--- src/acd_pkg.sv ---
// Shared types and constants for the amount compress/decompress block.
// Used by acd_div, amount_compress_decompress and acd_checker; no dependencies.
package acd_pkg;

	localparam int unsigned VAL_W = 64;
	localparam int unsigned DIG_W = 4;
	localparam logic [DIG_W-1:0] TEN = 4'd10;
	localparam logic [DIG_W-1:0] NINE = 4'd9;

	typedef enum logic [4:0] {
		ST_IDLE,
		ST_CCHK,
		ST_CWAIT,
		ST_CMUL9,
		ST_CADDD,
		ST_P9,
		ST_MUL10,
		ST_ADDE,
		ST_DSUB,
		ST_DDIV10,
		ST_DWAIT10,
		ST_DDIV9,
		ST_DWAIT9,
		ST_DADDD,
		ST_DINC,
		ST_DEXP,
		ST_DONE
	} state_t;

	typedef struct packed {
		logic start;
		logic by_nine;
		logic [VAL_W-1:0] operand;
	} div_req_t;

	typedef struct packed {
		logic done;
		logic [VAL_W-1:0] quotient;
		logic [DIG_W-1:0] remainder;
	} div_rsp_t;

endpackage

--- src/acd_div.sv ---
// Divider by nine or ten through a reciprocal multiplication, one 32 by 32 partial
// product per cycle; done flags the quotient and remainder once the last partial product is summed.
// Depends on acd_pkg for the request and response types.
module acd_div (
	input  logic              clk,
	input  logic              arst_n,
	input  acd_pkg::div_req_t req,
	output acd_pkg::div_rsp_t rsp
);

	localparam int unsigned HALF_W = acd_pkg::VAL_W / 2;
	localparam int unsigned PROD_W = 2 * acd_pkg::VAL_W;
	localparam int unsigned RECIP_SHIFT = 67;
	localparam logic [acd_pkg::VAL_W-1:0] RECIP_TEN = 64'hCCCC_CCCC_CCCC_CCCD;
	localparam logic [acd_pkg::VAL_W-1:0] RECIP_NINE = 64'hE38E_38E3_8E38_E38F;

	typedef logic [acd_pkg::VAL_W-1:0] word_t;
	typedef logic [PROD_W-1:0] dword_t;

	logic [acd_pkg::VAL_W-1:0] num_q;
	logic [acd_pkg::VAL_W-1:0] recip_q;
	logic [acd_pkg::DIG_W-1:0] dv_q;
	logic [PROD_W-1:0]         acc_q;
	logic [1:0]                step_q;
	logic                      busy_q;
	logic                      done_q;
	logic [HALF_W-1:0]         mul_a;
	logic [HALF_W-1:0]         mul_b;
	logic [acd_pkg::VAL_W-1:0] prod;
	logic [PROD_W-1:0]         prod_ext;
	logic [acd_pkg::VAL_W-1:0] quo;
	logic [acd_pkg::DIG_W-1:0] rem;

	// The quotient is the top of the product with the rounded-up reciprocal, which is exact
	// for every 64-bit dividend; the remainder fits in four bits, so only the low bits count.
	always_comb begin
		mul_a = step_q[0] ? num_q[acd_pkg::VAL_W-1:HALF_W] : num_q[HALF_W-1:0];
		mul_b = step_q[1] ? recip_q[acd_pkg::VAL_W-1:HALF_W] : recip_q[HALF_W-1:0];
		prod = word_t'(mul_a) * word_t'(mul_b);
		case (step_q)
			2'd0: prod_ext = dword_t'(prod);
			2'd3: prod_ext = {prod, word_t'(0)};
			default: prod_ext = dword_t'(prod) << HALF_W;
		endcase
		quo = word_t'(acc_q >> RECIP_SHIFT);
		rem = num_q[acd_pkg::DIG_W-1:0] - quo[acd_pkg::DIG_W-1:0] * dv_q;
	end

	always_ff @(posedge clk or negedge arst_n) begin
		if (!arst_n) begin
			busy_q <= 1'b0;
			done_q <= 1'b0;
			step_q <= '0;
		end else begin
			done_q <= 1'b0;
			if (req.start) begin
				busy_q <= 1'b1;
				step_q <= '0;
			end else if (busy_q) begin
				step_q <= step_q + 2'd1;
				if (step_q == 2'd3) begin
					busy_q <= 1'b0;
					done_q <= 1'b1;
				end
			end
		end
	end

	always_ff @(posedge clk) begin
		if (req.start) begin
			num_q <= req.operand;
			recip_q <= req.by_nine ? RECIP_NINE : RECIP_TEN;
			dv_q <= req.by_nine ? acd_pkg::NINE : acd_pkg::TEN;
			acc_q <= '0;
		end else if (busy_q) begin
			acc_q <= acc_q + prod_ext;
		end
	end

	assign rsp.done = done_q;
	assign rsp.quotient = quo;
	assign rsp.remainder = rem;

endmodule

--- src/amount_compress_decompress.sv ---
// Top level: decimal amount compression and its inverse on one shared adder and a divider.
// A zero value goes straight to the result; compress runs one to nine divisions,
// and the length of an expand is set by the decimal exponent.
// Throughput: one transfer at a time; the next is accepted as the result appears.
// Reset: arst_n clears the sequencer and the output valid flag asynchronously.
// Depends on acd_pkg and acd_div.
module amount_compress_decompress (
	input  logic                      clk,
	input  logic                      arst_n,
	input  logic                      s_tvalid,
	output logic                      s_tready,
	input  logic [acd_pkg::VAL_W-1:0] s_tdata,  // [63:0] value
	input  logic                      s_tuser,  // [0] operation
	output logic                      m_tvalid,
	input  logic                      m_tready,
	output logic [acd_pkg::VAL_W-1:0] m_tdata   // [63:0] result
);

	acd_pkg::state_t           state_q, state_d;
	logic [acd_pkg::VAL_W-1:0] acc_q, acc_d;
	logic [acd_pkg::DIG_W-1:0] e_q, e_d;
	logic [acd_pkg::DIG_W-1:0] d_q, d_d;
	logic                      op_q, op_d;
	logic [acd_pkg::VAL_W-1:0] out_q;
	logic                      out_valid_q, out_valid_d;
	logic                      out_load;
	logic [acd_pkg::VAL_W-1:0] add_a, add_b, sum;
	acd_pkg::div_req_t         div_req;
	acd_pkg::div_rsp_t         div_rsp;

	acd_div u_div (
		.clk    (clk),
		.arst_n (arst_n),
		.req    (div_req),
		.rsp    (div_rsp)
	);

	assign sum = add_a + add_b;

	always_comb begin
		state_d = state_q;
		acc_d = acc_q;
		e_d = e_q;
		d_d = d_q;
		op_d = op_q;
		out_load = 1'b0;
		out_valid_d = out_valid_q && !m_tready;
		add_a = acc_q;
		add_b = '0;
		div_req.start = 1'b0;
		div_req.by_nine = 1'b0;
		div_req.operand = acc_q;
		s_tready = 1'b0;
		case (state_q)
			acd_pkg::ST_IDLE: begin
				s_tready = 1'b1;
				if (s_tvalid) begin
					acc_d = s_tdata;
					op_d = s_tuser;
					e_d = '0;
					if (s_tdata == '0) begin
						state_d = acd_pkg::ST_DONE;
					end else if (s_tuser) begin
						state_d = acd_pkg::ST_DSUB;
					end else begin
						state_d = acd_pkg::ST_CCHK;
					end
				end
			end
			acd_pkg::ST_CCHK: begin
				if (e_q == acd_pkg::NINE) begin
					state_d = acd_pkg::ST_P9;
				end else begin
					div_req.start = 1'b1;
					state_d = acd_pkg::ST_CWAIT;
				end
			end
			acd_pkg::ST_CWAIT: begin
				if (div_rsp.done) begin
					acc_d = div_rsp.quotient;
					if (div_rsp.remainder == '0) begin
						e_d = e_q + 4'd1;
						state_d = acd_pkg::ST_CCHK;
					end else begin
						d_d = div_rsp.remainder;
						state_d = acd_pkg::ST_CMUL9;
					end
				end
			end
			acd_pkg::ST_CMUL9: begin
				add_a = {acc_q[acd_pkg::VAL_W-4:0], 3'b000};
				add_b = acc_q;
				acc_d = sum;
				state_d = acd_pkg::ST_CADDD;
			end
			acd_pkg::ST_CADDD: begin
				add_b = {60'd0, d_q - 4'd1};
				acc_d = sum;
				state_d = acd_pkg::ST_MUL10;
			end
			acd_pkg::ST_P9: begin
				add_b = '1;
				acc_d = sum;
				state_d = acd_pkg::ST_MUL10;
			end
			acd_pkg::ST_MUL10: begin
				add_a = {acc_q[acd_pkg::VAL_W-4:0], 3'b000};
				add_b = {acc_q[acd_pkg::VAL_W-2:0], 1'b0};
				acc_d = sum;
				state_d = op_q ? acd_pkg::ST_DADDD : acd_pkg::ST_ADDE;
			end
			acd_pkg::ST_ADDE: begin
				add_b = {60'd0, e_q + 4'd1};
				acc_d = sum;
				state_d = acd_pkg::ST_DONE;
			end
			acd_pkg::ST_DSUB: begin
				add_b = '1;
				acc_d = sum;
				state_d = acd_pkg::ST_DDIV10;
			end
			acd_pkg::ST_DDIV10: begin
				div_req.start = 1'b1;
				state_d = acd_pkg::ST_DWAIT10;
			end
			acd_pkg::ST_DWAIT10: begin
				if (div_rsp.done) begin
					acc_d = div_rsp.quotient;
					e_d = div_rsp.remainder;
					if (div_rsp.remainder == acd_pkg::NINE) begin
						state_d = acd_pkg::ST_DINC;
					end else begin
						state_d = acd_pkg::ST_DDIV9;
					end
				end
			end
			acd_pkg::ST_DDIV9: begin
				div_req.start = 1'b1;
				div_req.by_nine = 1'b1;
				state_d = acd_pkg::ST_DWAIT9;
			end
			acd_pkg::ST_DWAIT9: begin
				if (div_rsp.done) begin
					acc_d = div_rsp.quotient;
					d_d = div_rsp.remainder + 4'd1;
					state_d = acd_pkg::ST_MUL10;
				end
			end
			acd_pkg::ST_DADDD: begin
				add_b = {60'd0, d_q};
				acc_d = sum;
				state_d = acd_pkg::ST_DEXP;
			end
			acd_pkg::ST_DINC: begin
				add_b = 64'd1;
				acc_d = sum;
				state_d = acd_pkg::ST_DEXP;
			end
			acd_pkg::ST_DEXP: begin
				if (e_q == '0) begin
					state_d = acd_pkg::ST_DONE;
				end else begin
					add_a = {acc_q[acd_pkg::VAL_W-4:0], 3'b000};
					add_b = {acc_q[acd_pkg::VAL_W-2:0], 1'b0};
					acc_d = sum;
					e_d = e_q - 4'd1;
				end
			end
			acd_pkg::ST_DONE: begin
				if (!out_valid_q || m_tready) begin
					out_load = 1'b1;
					out_valid_d = 1'b1;
					state_d = acd_pkg::ST_IDLE;
				end
			end
			default: begin
				state_d = acd_pkg::ST_IDLE;
			end
		endcase
	end

	always_ff @(posedge clk or negedge arst_n) begin
		if (!arst_n) begin
			state_q <= acd_pkg::ST_IDLE;
			out_valid_q <= 1'b0;
		end else begin
			state_q <= state_d;
			out_valid_q <= out_valid_d;
		end
	end

	always_ff @(posedge clk) begin
		acc_q <= acc_d;
		e_q <= e_d;
		d_q <= d_d;
		op_q <= op_d;
		if (out_load) begin
			out_q <= acc_q;
		end
	end

	assign m_tvalid = out_valid_q;
	assign m_tdata = out_q;

endmodule

--- config.mk ---
export PLATFORM = sky130hd
export DESIGN_NAME = amount_compress_decompress
export DESIGN_NICKNAME = d
export VERILOG_FILES = /design/src/acd_pkg.sv /design/src/acd_div.sv /design/src/amount_compress_decompress.sv
export SDC_FILE = /design/constraint.sdc
export NUM_CORES = 2
export LEC_CHECK = 0
export BUFFER_PORTS_ARGS = -buffer_cell sky130_fd_sc_hd__buf_2
export CORE_MARGIN = 3
export CORE_UTILIZATION = 60
export DETAILED_ROUTE_END_ITERATION = 7
export GPL_ROUTABILITY_DRIVEN = 0
export PLACE_DENSITY = 0.81
export SLEW_MARGIN = 40
export SYNTH_ARGS = -nofsm -noshare
export SYNTH_HDL_FRONTEND = slang
export SYNTH_SLANG_ARGS = --single-unit
--- constraint.sdc ---
create_clock -name clk -period 19.15 [get_ports clk]
set_clock_uncertainty 0.1 [all_clocks]
set_input_delay 0.9575 -clock clk [delete_from_list [all_inputs] [get_ports clk]]
set_output_delay 0.9575 -clock clk [all_outputs]
set_load 0.05 [all_outputs]
==> flow_summary_export.csv <==
group,metric,value,unit
status,status,"completed",
clocking,cts_root_buf,"clkbuf_16",
synthesis,ys_ff_latch,341,
place,port_buffers,134,
worst_setup_path,r2r_cells,40,
timing,fmax,0.0728,GHz
clocking,clk_latency,580,ps
cells_and_area,instances_no_fill,6854,
worst_hold_path,min_path_type,"primary input to async pin",
worst_setup_path,arrival,14080,ps
drt,drt_iter0_markers,6242,
synthesis,synth_common_cells,"inv_1, fa_1, ha_1",
drt,vias,45300,
grt,grt_pass1_vias,45200,
cells_and_area,fin_area,54700,um^2
clocking,cts_buffers,39,
timing,timing.final.crit_share,71.7,%
synthesis,synth_top_area_share,25.9,%
cells_and_area,multi_input_area,38900,um^2
grt,grt_pass1_wl,267000,um
grt,overflow,0,
clocking,htree_levels,2,
place,hpwl,146000,um
worst_setup_path,rrSetupSlack,5410,ps
clocking,cts_tree,"built",
drt,drtAntennaViolNets,0,
clocking,clk_pin_slew_worst_paths,70,ps
die,die_h,300,um
worst_setup_path,rr_endpoint,"u_div.acc_q[120]$_SDFFE_PP0P_",
drt,drtPass1Iterations,7,
worst_setup_path,cp-start-kind,"flop",
grt,grt.total_usage,39.0,%
clocking,cts_setup_buffers,0,
timing,tns,0,ps
worst_setup_path,critPathBufInv,4,
place,place_area,53400,um^2
worst_setup_path,worstPathRequired,19490,ps
die,fp.dieW,300,um
worst_setup_path,critical_path_class,"flop to flop",
clocking,cts.sinks,341,
worst_setup_path,cp-end-kind,"flop",
synthesis,netlist_area,51900,um^2
die,num_rows,107,
synthesis,yosys.area.top_type,"fa_1",
timing,rsz0062_at_grt,"no",
synthesis,seq_area_frac_synth,17.2,%
timing,setup_violations,0,
synthesis,synth_warnings,0,
die,boundaryPins,135,
drt,drc_errors,0,
synthesis,yosysUniqueCellTypes,90,
drt,vias_per_cell,6.60,
timing,worst_pin_slew,888,ps
drt,routed_wl,177000,um
synthesis,synth_enable_flop_cells,203,
clocking,post_cts_resize_count,0,
timing,slew_violations,0,
timing,finalHoldViolations,0,
grt,grt_max_degree,79,
synthesis,synth.area.top_cells,"fa_1, ha_1, edfxtp_1",
worst_setup_path,cp_common_cell,"fa_1",
die,die-area,90000,um^2
worst_setup_path,cpPeakStageDelay,740,ps
die,start_util,60.7,%
drt,detail_route.wl_per_cell,25.8,um
worst_setup_path,slowest_stage,"mux2i_1",
cells_and_area,fin_nets,6920,
worst_setup_path,r2r-start,"u_div.step_q[0]$_DFFE_PN0P_",
cells_and_area,layout.core_utilization,64.0,%
synthesis,async_reset_ff_share,2.93,%
cells_and_area,nFillCells,6969,
timing,max-slew-margin-rel,40.4,%
synthesis,synth_ff_type,"edfxtp_1",
timing,period_minus_slack,13740,ps
grt,antenna_found_initial,9,
die,core_area,85400,um^2
synthesis,synth.most_common_cell,"inv_1",
cells_and_area,regArea,8910,um^2
synthesis,syn-num-nets,6962,
worst_setup_path,path_delay_family,"compound AO/OA/AOI/OAI gates",
worst_setup_path,cp_max_fo,28,
synthesis,synth_cells,5718,
run,maxCapViolations,0,
clocking,ctsHoldBuffers,0,
place,dpl.cell_count,6779,
cells_and_area,syn_to_final_growth,5.40,%
cells_and_area,drive_gt1_share,6.59,%
clocking,cts.path.max_buffers,3,
synthesis,synth.avg_cell_area,9.07,um^2
-- logic make-up after synthesis --
| family | share of synthesized area [%] |
|---|---|
| compound gates | 17.4 |
| simple gates | 11.6 |
| fa+ha+maj | 38.1 |
| buf+inv | 8.08 |
| flops | 17.2 |
| xor+xnor | 4.46 |
| mux | 3.20 |
-- how the worst max path moves through the flow --
stage,slack [ps],endpoint,cells past startpoint,startpoint
after detailed placement,6130,u_div.acc_q[127]$_SDFFE_PP0P_,40,u_div.step_q[0]$_DFFE_PN0P_
after global routing,4990,u_div.acc_q[120]$_SDFFE_PP0P_,43,u_div.step_q[0]$_DFFE_PN0P_
after global placement,6310,u_div.acc_q[123]$_SDFFE_PP0P_,41,u_div.step_q[0]$_DFFE_PN0P_
after CTS,6090,u_div.acc_q[120]$_SDFFE_PP0P_,43,u_div.step_q[0]$_DFFE_PN0P_
final,5410,u_div.acc_q[120]$_SDFFE_PP0P_,40,u_div.step_q[0]$_DFFE_PN0P_
after floorplan,7450,u_div.acc_q[123]$_SDFFE_PP0P_,46,u_div.step_q[0]$_DFFE_PN0P_
-- flip-flops by register name, indices dropped and copies added (netlist names) --
register	cells
m_tvalid	1
m_tdata	64
u_div.num_q	64
d_q	4
e_q	4
u_div.step_q	2
u_div.busy_q	1
state_q	5
u_div.acc_q	128
u_div.recip_q	1
acc_q	64
u_div.done_q	1
u_div.dv_q	1
op_q	1
-- placed cells by master, fill, tap and decap left out, drive strengths merged, types with 67 or more instances in the layout --
cell    instances
o21ai         323
nand4         109
edfxtp        203
a21o          184
nor2          361
xor2          101
fa            672
mux2           79
a221o          71
ha            503
dfxtp         128
xnor2         163
inv           864
o21bai         67
mux2i          77
and2           94
a21oi         345
nand2         452
buf           170
-- worst reg2reg max path, delay by kind of cell (launching register included) --
family	cells	cell delay [ps]
compound gates	20	5060
xor+xnor	1	190
fa+ha+maj	10	5020
buf+inv	4	1000
flops	1	560
mux	1	770
simple gates	4	910
-- layout make-up --
type                    instances  share of cell area [%]
multi-input cells            4262                    71.1
repair buffers                170                    1.75
flip-flops and latches        341                    16.3
inverters                     862                    5.93
clock buffers                  52                    2.00
diodes                          3                  0.0137
clock inverters                20                   0.284
well taps                    1144                    2.62
-- stage by stage --
| stage | worst slack, ps | hold slack, ps |
|---|---|---|
| 2_1_floorplan | 7450 | 332 |
| 3_3_place_gp | 6310 | 350 |
| 3_5_place_dp | 6130 | 359 |
| 4_1_cts | 6090 | 179 |
| 5_1_grt | 4990 | 197 |
| 6_report | 5410 | 202 |
-- metal layers --
layer  track usage (%)  share of wire, %
met3              12.5                14
met2              59.1                43
met5                 0             0.051
met1              47.1                34
met4              28.0               9.3
Power is not shown: default switching activity piles up to over one toggle a cycle in this logic, so the estimate is an artifact.
